[config.mk]
export PLATFORM = sky130hd
export DESIGN_NAME = quadrature_edge_decoder_flat
export DESIGN_NICKNAME = d
export VERILOG_FILES = /design/src/rtl/core/qed_pkg.sv /design/src/rtl/core/qed_evt_if.sv /design/src/rtl/core/qed_res_if.sv /design/src/rtl/core/qed_cfg.sv /design/src/rtl/core/qed_core.sv /design/src/rtl/core/quadrature_edge_decoder.sv /design/src/flat_wrapper.sv
export SDC_FILE = /design/constraint.sdc
export NUM_CORES = 1
export LEC_CHECK = 0
export BUFFER_PORTS_ARGS = -buffer_cell sky130_fd_sc_hd__buf_2
export CORE_MARGIN = 2
export CORE_UTILIZATION = 54
export DETAILED_ROUTE_END_ITERATION = 10
export HOLD_SLACK_MARGIN = 0.05
export PLACE_DENSITY = 0.87
export SLEW_MARGIN = 20
export SYNTH_ARGS = -nofsm -noshare
export SYNTH_HDL_FRONTEND = slang
export SYNTH_SLANG_ARGS = --single-unit
[constraint.sdc]
create_clock -name clk -period 5.6 [get_ports clk]
set_input_delay 1.4 -clock clk [delete_from_list [all_inputs] [get_ports clk]]
set_output_delay 1.4 -clock clk [all_outputs]
set_load 0.01 [all_outputs]
[src/rtl/core/qed_pkg.sv]
// Shared types, constants and helper functions for the quadrature edge decoder.
// No dependencies; qed_cfg, qed_core and the decoder top level use this package.
`timescale 1ns / 1ps

package qed_pkg;

  // Width of the position and clamped counts (supported range 8 to 64)
  localparam int unsigned COUNT_WIDTH = 32;
  // Working width for limit saturation and count resizing
  localparam int unsigned WORK_WIDTH = ((COUNT_WIDTH > 32) ? COUNT_WIDTH : 32) + 1;

  // APB register map
  localparam int unsigned ADDR_WIDTH = 3;
  localparam logic REG_LOWER_LIMIT = 1'b0;
  localparam logic REG_UPPER_LIMIT = 1'b1;
  localparam logic signed [31:0] LOWER_LIMIT_RESET = 32'sh8000_0000;
  localparam logic signed [31:0] UPPER_LIMIT_RESET = 32'sh7FFF_FFFF;

  // Input actions
  localparam logic ACTION_EDGE   = 1'b0;
  localparam logic ACTION_PRESET = 1'b1;

  // Edge codes
  localparam logic [1:0] EDGE_A_RISE = 2'd0;
  localparam logic [1:0] EDGE_A_FALL = 2'd1;
  localparam logic [1:0] EDGE_B_RISE = 2'd2;
  localparam logic [1:0] EDGE_B_FALL = 2'd3;

  // Step kinds
  localparam logic [1:0] KIND_NONE = 2'd0;
  localparam logic [1:0] KIND_CW   = 2'd1;
  localparam logic [1:0] KIND_CCW  = 2'd2;
  localparam logic [1:0] KIND_ERR  = 2'd3;

  typedef logic signed [COUNT_WIDTH-1:0] count_t;

  typedef struct packed {
    logic              action;
    logic [1:0]        edge_req;
    logic [1:0]        pins_after;
    logic signed [31:0] preset_value;
  } evt_t;

  typedef struct packed {
    logic signed [31:0] position;
    logic signed [31:0] position_clamped;
    logic [31:0]        error_count;
    logic [1:0]         step_kind;
  } res_t;

  typedef struct packed {
    logic signed [31:0] lower_limit;
    logic signed [31:0] upper_limit;
  } limits_t;

  // Decode one edge against the pin levels (bit1 B, bit0 A) seen before it
  function automatic logic [1:0] step_of(input logic [1:0] ref_pins,
                                         input logic [1:0] edge_code);
    logic [1:0] kind;
    kind = KIND_ERR;
    case (ref_pins)
      2'b00: begin
        if (edge_code == EDGE_A_RISE) kind = KIND_CCW;
        else if (edge_code == EDGE_B_RISE) kind = KIND_CW;
      end
      2'b01: begin
        if (edge_code == EDGE_A_FALL) kind = KIND_CW;
        else if (edge_code == EDGE_B_RISE) kind = KIND_CCW;
      end
      2'b10: begin
        if (edge_code == EDGE_A_RISE) kind = KIND_CW;
        else if (edge_code == EDGE_B_FALL) kind = KIND_CCW;
      end
      default: begin
        if (edge_code == EDGE_A_FALL) kind = KIND_CCW;
        else if (edge_code == EDGE_B_FALL) kind = KIND_CW;
      end
    endcase
    return kind;
  endfunction

  // Resize a 32-bit signed value to the count width (truncate or sign-extend)
  function automatic count_t to_count(input logic signed [31:0] v);
    logic [WORK_WIDTH-1:0] ext;
    ext = {{(WORK_WIDTH-32){v[31]}}, v};
    return count_t'(ext[COUNT_WIDTH-1:0]);
  endfunction

  // Show a count on a 32-bit output: sign-extend, keep the low 32 bits
  function automatic logic signed [31:0] to_out(input count_t c);
    logic [WORK_WIDTH-1:0] ext;
    ext = {{(WORK_WIDTH-COUNT_WIDTH){c[COUNT_WIDTH-1]}}, c};
    return ext[31:0];
  endfunction

  // Saturate a 32-bit signed limit into the signed count range
  function automatic count_t fit_limit(input logic signed [31:0] v);
    logic signed [WORK_WIDTH-1:0] vx;
    logic signed [WORK_WIDTH-1:0] hi;
    logic signed [WORK_WIDTH-1:0] lo;
    count_t r;
    vx = {{(WORK_WIDTH-32){v[31]}}, v};
    hi = {{(WORK_WIDTH-COUNT_WIDTH+1){1'b0}}, {(COUNT_WIDTH-1){1'b1}}};
    lo = ~hi;
    if (vx > hi) r = count_t'(hi[COUNT_WIDTH-1:0]);
    else if (vx < lo) r = count_t'(lo[COUNT_WIDTH-1:0]);
    else r = count_t'(vx[COUNT_WIDTH-1:0]);
    return r;
  endfunction

endpackage

[src/rtl/core/qed_evt_if.sv]
// Edge event channel: valid/ready handshake with the input item fields.
// Depends on nothing; used by the decoder top level.
`timescale 1ns / 1ps

interface qed_evt_if;
  logic              valid;
  logic              ready;
  logic              action;
  logic [1:0]        edge_req;
  logic [1:0]        pins_after;
  logic signed [31:0] preset_value;

  modport source (output valid, action, edge_req, pins_after, preset_value, input ready);
  modport sink (input valid, action, edge_req, pins_after, preset_value, output ready);
endinterface

[src/rtl/core/qed_res_if.sv]
// Result channel: valid/ready handshake with the result item fields.
// Depends on nothing; used by the decoder top level.
`timescale 1ns / 1ps

interface qed_res_if;
  logic              valid;
  logic              ready;
  logic signed [31:0] position;
  logic signed [31:0] position_clamped;
  logic [31:0]       error_count;
  logic [1:0]        step_kind;

  modport source (output valid, position, position_clamped, error_count, step_kind,
                  input ready);
  modport sink (input valid, position, position_clamped, error_count, step_kind,
                output ready);
endinterface

[src/rtl/core/qed_cfg.sv]
// APB register block holding the clamp limits.
// Depends on qed_pkg.
`timescale 1ns / 1ps

module qed_cfg (
  input  logic                             clk,
  input  logic                             rst,
  input  logic                             psel,
  input  logic                             penable,
  input  logic                             pwrite,
  input  logic [qed_pkg::ADDR_WIDTH-1:0]   paddr,
  input  logic [31:0]                      pwdata,
  output logic [31:0]                      prdata,
  output logic                             pready,
  output qed_pkg::limits_t                 limits
);

  logic signed [31:0] lower_limit;
  logic signed [31:0] upper_limit;
  logic               wr_en;
  logic               reg_sel;

  assign pready  = 1'b1;
  assign wr_en   = psel & penable & pwrite & pready;
  assign reg_sel = paddr[2];

  // Write the selected limit at the end of the access phase
  always_ff @(posedge clk) begin
    if (rst) begin
      lower_limit <= qed_pkg::LOWER_LIMIT_RESET;
      upper_limit <= qed_pkg::UPPER_LIMIT_RESET;
    end else if (wr_en) begin
      unique case (reg_sel)
        qed_pkg::REG_LOWER_LIMIT: lower_limit <= pwdata;
        qed_pkg::REG_UPPER_LIMIT: upper_limit <= pwdata;
        default: ;
      endcase
    end
  end

  // Read back
  always_comb begin
    unique case (reg_sel)
      qed_pkg::REG_LOWER_LIMIT: prdata = lower_limit;
      qed_pkg::REG_UPPER_LIMIT: prdata = upper_limit;
      default: prdata = '0;
    endcase
  end

  assign limits.lower_limit = lower_limit;
  assign limits.upper_limit = upper_limit;

endmodule

[src/rtl/core/qed_core.sv]
// Decoder state (reference pins, counts, error count) and its per-beat update.
// Depends on qed_pkg.
`timescale 1ns / 1ps

module qed_core (
  input  logic              clk,
  input  logic              rst,
  input  logic              fire,
  input  qed_pkg::evt_t     item,
  input  qed_pkg::limits_t  limits,
  output qed_pkg::res_t     res_next
);

  logic [1:0]                           reference_pins;
  logic [qed_pkg::COUNT_WIDTH-1:0]      position_count;
  qed_pkg::count_t                      clamped_count;
  logic [31:0]                          illegal_count;

  logic [1:0]                           reference_pins_next;
  logic [qed_pkg::COUNT_WIDTH-1:0]      position_count_next;
  qed_pkg::count_t                      clamped_count_next;
  logic [31:0]                          illegal_count_next;

  logic [1:0]                           kind;
  qed_pkg::count_t                      lo_fit;
  qed_pkg::count_t                      hi_fit;
  logic signed [qed_pkg::COUNT_WIDTH:0] stepped;
  logic signed [qed_pkg::COUNT_WIDTH:0] lo_ext;
  logic signed [qed_pkg::COUNT_WIDTH:0] hi_ext;
  qed_pkg::count_t                      clamped_step;

  assign kind   = qed_pkg::step_of(reference_pins, item.edge_req);
  assign lo_fit = qed_pkg::fit_limit(limits.lower_limit);
  assign hi_fit = qed_pkg::fit_limit(limits.upper_limit);
  assign lo_ext = {lo_fit[qed_pkg::COUNT_WIDTH-1], lo_fit};
  assign hi_ext = {hi_fit[qed_pkg::COUNT_WIDTH-1], hi_fit};

  // Step the clamped count one place without wrapping, then clamp; lower wins
  always_comb begin
    if (kind == qed_pkg::KIND_CW) begin
      stepped = {clamped_count[qed_pkg::COUNT_WIDTH-1], clamped_count} + 1'sd1;
    end else begin
      stepped = {clamped_count[qed_pkg::COUNT_WIDTH-1], clamped_count} - 1'sd1;
    end
    if (stepped < lo_ext) clamped_step = lo_fit;
    else if (stepped > hi_ext) clamped_step = hi_fit;
    else clamped_step = qed_pkg::count_t'(stepped[qed_pkg::COUNT_WIDTH-1:0]);
  end

  // Next state for this beat
  always_comb begin
    reference_pins_next = item.pins_after;
    position_count_next = position_count;
    clamped_count_next  = clamped_count;
    illegal_count_next  = illegal_count;
    res_next.step_kind  = qed_pkg::KIND_NONE;
    if (item.action == qed_pkg::ACTION_PRESET) begin
      position_count_next = qed_pkg::to_count(item.preset_value);
      clamped_count_next  = qed_pkg::to_count(item.preset_value);
      illegal_count_next  = '0;
    end else begin
      res_next.step_kind = kind;
      case (kind)
        qed_pkg::KIND_CW: begin
          position_count_next = position_count + 1'b1;
          clamped_count_next  = clamped_step;
        end
        qed_pkg::KIND_CCW: begin
          position_count_next = position_count - 1'b1;
          clamped_count_next  = clamped_step;
        end
        default: illegal_count_next = illegal_count + 1'b1;
      endcase
    end
    res_next.position         = qed_pkg::to_out(position_count_next);
    res_next.position_clamped = qed_pkg::to_out(clamped_count_next);
    res_next.error_count      = illegal_count_next;
  end

  // Commit the state when the beat moves into the result register
  always_ff @(posedge clk) begin
    if (rst) begin
      reference_pins <= '0;
      position_count <= '0;
      clamped_count  <= '0;
      illegal_count  <= '0;
    end else if (fire) begin
      reference_pins <= reference_pins_next;
      position_count <= position_count_next;
      clamped_count  <= clamped_count_next;
      illegal_count  <= illegal_count_next;
    end
  end

endmodule

[src/rtl/core/quadrature_edge_decoder.sv]
// Top level of the x4 quadrature edge decoder: input register, state update,
// result register and APB limits. Depends on qed_pkg, qed_evt_if, qed_res_if,
// qed_cfg and qed_core.
//
//   port       dir  handshake      carries
//   edge_evt   in   valid/ready    action, edge_req, pins_after, preset_value
//   result     out  valid/ready    position, position_clamped, error_count, step_kind
//   apb        in   psel/penable   lower_limit (0x0), upper_limit (0x4)
//
// Each beat passes from acceptance through the input register, then through
// the state update into the result register.
// One beat is accepted every cycle while results are taken; the state update
// is a single increment/clamp step, so back-to-back beats chain directly.
// When the result is not taken, the input register holds one more beat, then
// ready drops. Reset clears the counts, the reference pins and both valids.
`timescale 1ns / 1ps

module quadrature_edge_decoder (
  input  logic                           clk,
  input  logic                           rst,
  qed_evt_if.sink                        edge_evt,
  qed_res_if.source                      result,
  input  logic                           psel,
  input  logic                           penable,
  input  logic                           pwrite,
  input  logic [qed_pkg::ADDR_WIDTH-1:0] paddr,
  input  logic [31:0]                    pwdata,
  output logic [31:0]                    prdata,
  output logic                           pready
);

  qed_pkg::limits_t limits;
  qed_pkg::evt_t    stage;
  logic             stage_valid;
  qed_pkg::res_t    res_next;
  qed_pkg::res_t    res_q;
  logic             res_valid;
  logic             advance;
  logic             take_in;

  qed_cfg u_cfg (
    .clk     (clk),
    .rst     (rst),
    .psel    (psel),
    .penable (penable),
    .pwrite  (pwrite),
    .paddr   (paddr),
    .pwdata  (pwdata),
    .prdata  (prdata),
    .pready  (pready),
    .limits  (limits)
  );

  // Move the staged beat on when the result register is free or being emptied
  assign advance        = stage_valid & (~res_valid | result.ready);
  assign edge_evt.ready = ~stage_valid | advance;
  assign take_in        = edge_evt.valid & edge_evt.ready;

  // Input register
  always_ff @(posedge clk) begin
    if (rst) begin
      stage_valid <= 1'b0;
    end else if (edge_evt.ready) begin
      stage_valid <= edge_evt.valid;
    end
  end

  always_ff @(posedge clk) begin
    if (take_in) begin
      stage.action       <= edge_evt.action;
      stage.edge_req     <= edge_evt.edge_req;
      stage.pins_after   <= edge_evt.pins_after;
      stage.preset_value <= edge_evt.preset_value;
    end
  end

  qed_core u_core (
    .clk      (clk),
    .rst      (rst),
    .fire     (advance),
    .item     (stage),
    .limits   (limits),
    .res_next (res_next)
  );

  // Result register
  always_ff @(posedge clk) begin
    if (rst) begin
      res_valid <= 1'b0;
    end else if (advance) begin
      res_valid <= 1'b1;
    end else if (result.ready) begin
      res_valid <= 1'b0;
    end
  end

  always_ff @(posedge clk) begin
    if (advance) begin
      res_q <= res_next;
    end
  end

  assign result.valid            = res_valid;
  assign result.position         = res_q.position;
  assign result.position_clamped = res_q.position_clamped;
  assign result.error_count      = res_q.error_count;
  assign result.step_kind        = res_q.step_kind;

  // A preset result always shows a cleared error count
  a_preset_clears_errors: assert property (@(posedge clk) disable iff (rst)
    (result.valid && result.step_kind == qed_pkg::KIND_NONE) |-> (result.error_count == '0))
    else $error("preset result with nonzero error count");

  // A staged beat that cannot move on stays staged
  a_stage_held: assert property (@(posedge clk) disable iff (rst)
    (stage_valid && !advance) |=> stage_valid)
    else $error("staged beat dropped while result register full");

  // Ready drops only with a beat waiting in the input register
  a_ready_low_means_full: assert property (@(posedge clk) disable iff (rst)
    !edge_evt.ready |-> (stage_valid && res_valid))
    else $error("input stalled with free storage");

  // An error beat moves the error count by one from the previous result
  a_error_increments: assert property (@(posedge clk) disable iff (rst)
    (advance && res_valid && result.ready && stage.action == qed_pkg::ACTION_EDGE &&
     res_next.step_kind == qed_pkg::KIND_ERR)
    |-> (res_next.error_count == result.error_count + 32'd1))
    else $error("error count did not advance on an illegal transition");

endmodule

[src/flat_wrapper.sv]
// flat-port wrapper written by rule: the top's interface ports become plain ports
module quadrature_edge_decoder_flat 
  (clk, rst, psel, penable, pwrite, paddr, pwdata, prdata, pready, edge_evt_valid, edge_evt_action, edge_evt_edge_req, edge_evt_pins_after, edge_evt_preset_value, edge_evt_ready, result_valid, result_position, result_position_clamped, result_error_count, result_step_kind, result_ready);
  qed_evt_if edge_evt_i ();
  qed_res_if result_i ();
  input  logic clk;
  input  logic rst;
  input  logic psel;
  input  logic penable;
  input  logic pwrite;
  input  logic [qed_pkg::ADDR_WIDTH-1:0] paddr;
  input  logic [31:0] pwdata;
  output logic [31:0] prdata;
  output logic pready;
  input wire logic [$bits(edge_evt_i.valid)-1:0] edge_evt_valid;
  input wire logic [$bits(edge_evt_i.action)-1:0] edge_evt_action;
  input wire logic [$bits(edge_evt_i.edge_req)-1:0] edge_evt_edge_req;
  input wire logic [$bits(edge_evt_i.pins_after)-1:0] edge_evt_pins_after;
  input wire logic [$bits(edge_evt_i.preset_value)-1:0] edge_evt_preset_value;
  output wire logic [$bits(edge_evt_i.ready)-1:0] edge_evt_ready;
  output wire logic [$bits(result_i.valid)-1:0] result_valid;
  output wire logic [$bits(result_i.position)-1:0] result_position;
  output wire logic [$bits(result_i.position_clamped)-1:0] result_position_clamped;
  output wire logic [$bits(result_i.error_count)-1:0] result_error_count;
  output wire logic [$bits(result_i.step_kind)-1:0] result_step_kind;
  input wire logic [$bits(result_i.ready)-1:0] result_ready;
  assign edge_evt_i.valid = edge_evt_valid;
  assign edge_evt_i.action = edge_evt_action;
  assign edge_evt_i.edge_req = edge_evt_edge_req;
  assign edge_evt_i.pins_after = edge_evt_pins_after;
  assign edge_evt_i.preset_value = edge_evt_preset_value;
  assign edge_evt_ready = edge_evt_i.ready;
  assign result_valid = result_i.valid;
  assign result_position = result_i.position;
  assign result_position_clamped = result_i.position_clamped;
  assign result_error_count = result_i.error_count;
  assign result_step_kind = result_i.step_kind;
  assign result_i.ready = result_ready;
  quadrature_edge_decoder u_core (.clk(clk), .rst(rst), .edge_evt(edge_evt_i), .result(result_i), .psel(psel), .penable(penable), .pwrite(pwrite), .paddr(paddr), .pwdata(pwdata), .prdata(prdata), .pready(pready));
endmodule
==> report_table.html <==
<table>
<tr><th>Metric</th><th>Value</th></tr>
<tr><th colspan="2">Floorplanning</th></tr>
<tr><td>Area enclosed by the die boundary</td><td>around 0.034 sq mm</td></tr>
<tr><td>Starting Density</td><td>between 50% and 60%</td></tr>
<tr><td>Die span in y</td><td>about 180 um</td></tr>
<tr><td>Die boundary width</td><td>approximately 180 um</td></tr>
<tr><td>Number of rows in the core area</td><td>65</td></tr>
<tr><td>Core outline area</td><td>0.0316 sq mm</td></tr>
<tr><td>Count of pins on the block boundary</td><td>approximately 210</td></tr>
<tr><th colspan="2">Synth</th></tr>
<tr><td>Post-synthesis sequential area ratio</td><td>42.1%</td></tr>
<tr><td>Distinct cell type count after synthesis</td><td>just under 80</td></tr>
<tr><td>Yosys synthesis warning count</td><td>0</td></tr>
<tr><td>Post-Synthesis Net Count</td><td>~2,200</td></tr>
<tr><td>Biggest area contributors in the synthesized netlist</td><td>edfxtp_1 23%, dfxtp_1 19%, ha_1 9.3%, nand2_1 7.2%, a21oi_1 6.1%</td></tr>
<tr><td>Most used DFF post-synth</td><td>dfxtp_1</td></tr>
<tr><td>Async set or reset register ratio after synthesis</td><td>0%</td></tr>
<tr><td>Post-synth top area cell</td><td>edfxtp_1</td></tr>
<tr><td>Gate count of the mapped netlist</td><td>about 2,000</td></tr>
<tr><td>EDFF count, synth</td><td>135</td></tr>
<tr><td>Count of state elements after synthesis</td><td>between 200 and 300</td></tr>
<tr><td>Fraction of post-synthesis cell area in the top cell type by area</td><td>roughly a quarter</td></tr>
<tr><td>Cell area after technology mapping</td><td>0.0174 sq mm</td></tr>
<tr><td>Mean instance size in the synthesized netlist</td><td>~8.7 sq um</td></tr>
<tr><th colspan="2">Worst setup path</th></tr>
<tr><td>Kind of capture point of the worst setup path</td><td>flop</td></tr>
<tr><td>Category of the critical setup timing path</td><td>flop to flop</td></tr>
<tr><td>Critical Path Slowest Stage Cell</td><td>edfxtp_1</td></tr>
<tr><td>Req. time, crit path</td><td>5.98 ns</td></tr>
<tr><td>Cell occurring most often along the worst timing path</td><td>buf_4</td></tr>
<tr><td>CP Buf/Inv Count</td><td>7</td></tr>
<tr><td>Critical Path Start Type</td><td>flop</td></tr>
<tr><td>Crit-path max cell delay</td><td>about 0.45 ns</td></tr>
<tr><td>Maximum fanout along the worst path</td><td>7</td></tr>
<tr><td>Arrival time of data at the critical path endpoint</td><td>about 6.4 ns</td></tr>
<tr><td>Cell family contributing the most delay on the critical path</td><td>compound AO/OA/AOI/OAI gates</td></tr>
<tr><th colspan="2">Global routing</th></tr>
<tr><td>Initial antenna violation count</td><td>0</td></tr>
<tr><td>Top Usage Layer GRT</td><td>met2</td></tr>
<tr><td>Pin count of the biggest net entering global routing</td><td>76</td></tr>
<tr><td>Vias in the first global route</td><td>~15,000</td></tr>
<tr><td>Global routing met2 resource utilization</td><td>between 40 and 50%</td></tr>
<tr><td>Overall overflow remaining after global route</td><td>0</td></tr>
<tr><td>Grt met3 use</td><td>4.89%</td></tr>
<tr><td>Global-route usage over all layers</td><td>~30%</td></tr>
<tr><td>GR met1 Demand/Resource</td><td>about two fifths</td></tr>
<tr><td>Wire length of the first global-routing pass</td><td>~81,000 um</td></tr>
<tr><th colspan="2">Finish</th></tr>
<tr><td>Number of antenna repair diodes</td><td>0</td></tr>
<tr><td>Commonest cells after routing, fill and taps aside</td><td>331 x nand2_1, 207 x buf_2, 194 x a21oi_1</td></tr>
<tr><td>Nets</td><td>approximately 2,500</td></tr>
<tr><td>Cell Count, Final, Fillers Out</td><td>2,728</td></tr>
<tr><td>Fill cells</td><td>roughly 2,300</td></tr>
<tr><td>Most frequent standard cell in the layout excluding fill and tap cells</td><td>nand2_1</td></tr>
<tr><td>Synthesis-to-layout area growth</td><td>27.9%</td></tr>
<tr><td>Share of final-layout standard cells stronger than drive strength 1</td><td>a little over a quarter</td></tr>
<tr><th colspan="2">Flow run</th></tr>
<tr><td>Max_cap viols</td><td>0</td></tr>
<tr><th colspan="2">Clock tree</th></tr>
<tr><td>Source-to-sink clock delay at the later pin of the worst-skew pair</td><td>around 0.52 ns</td></tr>
<tr><td>Number of buffers created by CTS</td><td>34</td></tr>
<tr><td>Clock tree from TritonCTS</td><td>yes</td></tr>
<tr><td>Number of buffers inserted by hold repair at cts</td><td>0</td></tr>
<tr><td>Clock sink count</td><td>299</td></tr>
<tr><td>Maximum buffer depth of the clock tree</td><td>3</td></tr>
<tr><td>CTS H-tree lvls</td><td>2</td></tr>
<tr><td>Clock-pin slew reported for the worst setup and hold paths after clock tree synthesis</td><td>approximately 0.070 ns</td></tr>
<tr><td>Cell at the root of the clock tree</td><td>clkbuf_16</td></tr>
<tr><th colspan="2">STA</th></tr>
<tr><td>Post-route clock period utilization</td><td>108%</td></tr>
<tr><td>Worst setup slack after layout</td><td>-0.425 ns</td></tr>
<tr><td>Max transition margin</td><td>between 20% and 30%</td></tr>
<tr><td>Maximum clock frequency</td><td>between 0.15 and 0.2 GHz</td></tr>
<tr><td>Final number of max-transition violations</td><td>0</td></tr>
<tr><td>Total Neg Setup Slack</td><td>-17.22 ns</td></tr>
<tr><td>Worst clock skew on the final layout</td><td>0.0160 ns</td></tr>
<tr><td>Slew of the pin with the lowest slew margin</td><td>between 1 and 1.5 ns</td></tr>
<tr><td>Unrepaired setup endpoints after global routing</td><td>yes</td></tr>
<tr><td>Crit path time final</td><td>approximately 6.0 ns</td></tr>
<tr><td>Hold Vio Cnt, Final</td><td>0</td></tr>
<tr><td>Hold WS</td><td>between 0.4 and 0.5 ns</td></tr>
<tr><td>Final count of negative-setup-slack endpoints</td><td>between 60 and 70</td></tr>
<tr><th colspan="2">Power and ir drop</th></tr>
<tr><td>Clock power frac</td><td>27.1%</td></tr>
<tr><td>Switching power share of the total</td><td>~35%</td></tr>
<tr><td>Cell area power density</td><td>approximately 370 mW/mm^2</td></tr>
<tr><td>Total net switching power</td><td>~2900 uW</td></tr>
<tr><td>Maximum ir drop on the vdd rail</td><td>approximately 0.25 mV</td></tr>
<tr><td>Part of the total power dissipated in sequential elements</td><td>30.8%</td></tr>
<tr><td>Leakage power</td><td>slightly above 0.009 uW</td></tr>
<tr><td>Cell-internal power</td><td>between 5000 and 6000 uW</td></tr>
<tr><td>Portion of total power attributed to combinational logic</td><td>between 40% and 50%</td></tr>
<tr><th colspan="2">Run status</th></tr>
<tr><td>Result of the run</td><td>finished with violations</td></tr>
<tr><td>Failing checks</td><td>setup timing</td></tr>
<tr><th colspan="2">Placed design</th></tr>
<tr><td>IO buf count</td><td>around 210</td></tr>
<tr><td>Dpl ws</td><td>-0.400 ns</td></tr>
<tr><td>Half-perimeter wire length of the detailed placement result</td><td>36,700 um</td></tr>
<tr><td>Number of cells after detailed placement</td><td>2,635</td></tr>
<tr><td>GPL Wtd Cong</td><td>just under 1</td></tr>
<tr><th colspan="2">Route</th></tr>
<tr><td>Wire length per cell</td><td>19.6 um</td></tr>
<tr><td>Vias after detailed routing</td><td>16,500</td></tr>
<tr><td>Avg Vias per Cell</td><td>between 6 and 7</td></tr>
<tr><td>DRC viols</td><td>0</td></tr>
<tr><td>Count of nets left with antenna violations after detail routing</td><td>0</td></tr>
<tr><td>DRC marker count from the first detailed-route iteration</td><td>between 1,500 and 2,000</td></tr>
<tr><td>Detailed Route WL</td><td>between 50,000 and 60,000 um</td></tr>
<tr><td>Detailed Routing Iterations Pass 1</td><td>6</td></tr>
<tr><th colspan="2">Worst hold path</th></tr>
<tr><td>Hold/Removal Path Class</td><td>flop to flop</td></tr>
</table>
-- sequential cells by signal, summed over array words and instances, names as in the netlist --
signal                          flops
u_core.stage                       37
u_core.result.error_count          32
u_core.result.position             32
u_core.result.position_clamped     32
u_core.u_cfg.lower_limit           32
u_core.u_cfg.upper_limit           32
u_core.u_core.clamped_count        32
u_core.u_core.illegal_count        32
u_core.u_core.position_count       32
u_core.result.step_kind             2
u_core.u_core.reference_pins        2
u_core.result.valid                 1
u_core.stage_valid                  1
-- stage by stage --
stage | util, % | cell area, sq um | power (uW)
6_report | 70.4 | 22300 | 8160
5_1_grt | 70.4 | 22300 | 8500
4_1_cts | 67.5 | 21300 | 7560
3_5_place_dp | 62.9 | 19900 | 5200
3_3_place_gp | 62.9 | 19900 | 5130
2_1_floorplan | - | 17600 | 4170
-- cell type report --
cell class                      instances  area, sq um  share of cell area (%)
Multi-Input combinational cell       1494        10500                    47.0
Tap cell                              402          503                    2.26
Inverter                               92          354                    1.59
Sequential cell                       299         7340                    33.0
Timing Repair Buffer                  379         2500                    11.2
Clock inverter                         13          119                   0.534
Clock buffer                           49          990                    4.45
-- cells in the mapped netlist, types with 21 or more instances --
| cell type | number |
|---|---|
| a211oi_1 | 22 |
| a21o_1 | 43 |
| a21oi_1 | 213 |
| clkbuf_1 | 84 |
| dfxtp_1 | 164 |
| edfxtp_1 | 135 |
| ha_1 | 129 |
| inv_1 | 91 |
| mux2i_1 | 21 |
| nand2_1 | 336 |
| nand2b_1 | 34 |
| nand3_1 | 44 |
| nand4_1 | 25 |
| nor2_1 | 131 |
| nor3_1 | 22 |
| o211ai_1 | 41 |
| o21ai_0 | 104 |
| o31ai_1 | 24 |
| xnor2_1 | 40 |
| xor2_1 | 40 |
-- path summary, 6_finish.rpt --
kind	from	endpoint	slack, ns	cells after the start
worst max-delay path	u_core.stage[35]$_DFFE_PP_	u_core.u_core.clamped_count[16]$_SDFFE_PP0P_	-0.42	28
worst min-delay path	u_core.u_cfg.lower_limit[2]$_SDFFE_PP0P_	u_core.u_cfg.lower_limit[2]$_SDFFE_PP0P_	0.47	2
worst max register to register	u_core.stage[35]$_DFFE_PP_	u_core.u_core.clamped_count[16]$_SDFFE_PP0P_	-0.42	28
worst min register to register	u_core.u_cfg.lower_limit[2]$_SDFFE_PP0P_	u_core.u_cfg.lower_limit[2]$_SDFFE_PP0P_	0.47	2
-- power by group through the flow --
| stage | combinational, uW | sequential, uW | clock, uW |
|---|---|---|---|
| 2_1_floorplan | 1620 | 2550 | 0 |
| 3_3_place_gp | 2590 | 2550 | 0 |
| 3_5_place_dp | 2650 | 2550 | 0 |
| 4_1_cts | 2830 | 2510 | 2220 |
| 5_1_grt | 3670 | 2520 | 2310 |
| 6_report | 3440 | 2510 | 2210 |
-- per-layer routing --
layer / routed length [um] / vias up
met5: 0 / -
li1: - / 7784
met4: 2030 / 0
met2: 24600 / 863
met3: 4910 / 148
met1: 22100 / 7716
-- tightest hold or removal path, cell delays in order, from the launching register on --
cell	delay, ns
dfxtp_1	0.31
nand2_1	0.05
a21oi_1	0.06
-- cells by family after synthesis --
group / share of synthesized area [%]
XOR/XNOR: 4.02
other: 0.0215
flip-flops: 42.1
AND/OR/NAND/NOR: 17.6
adder cells (fa/ha/maj): 9.50
buffers and inverters: 4.42
multiplexers: 1.34
AO/OA/AOI/OAI: 20.9
-- repair_timing --
action	in CTS	in global routing
pin swaps	10	48
buffers inserted	4	25
hold endpoints to repair	0	0
setup endpoints to repair	64	64
gates resized for setup	62	133
gates cloned	1	2
Note: power is estimated with default switching activity, not from simulation.
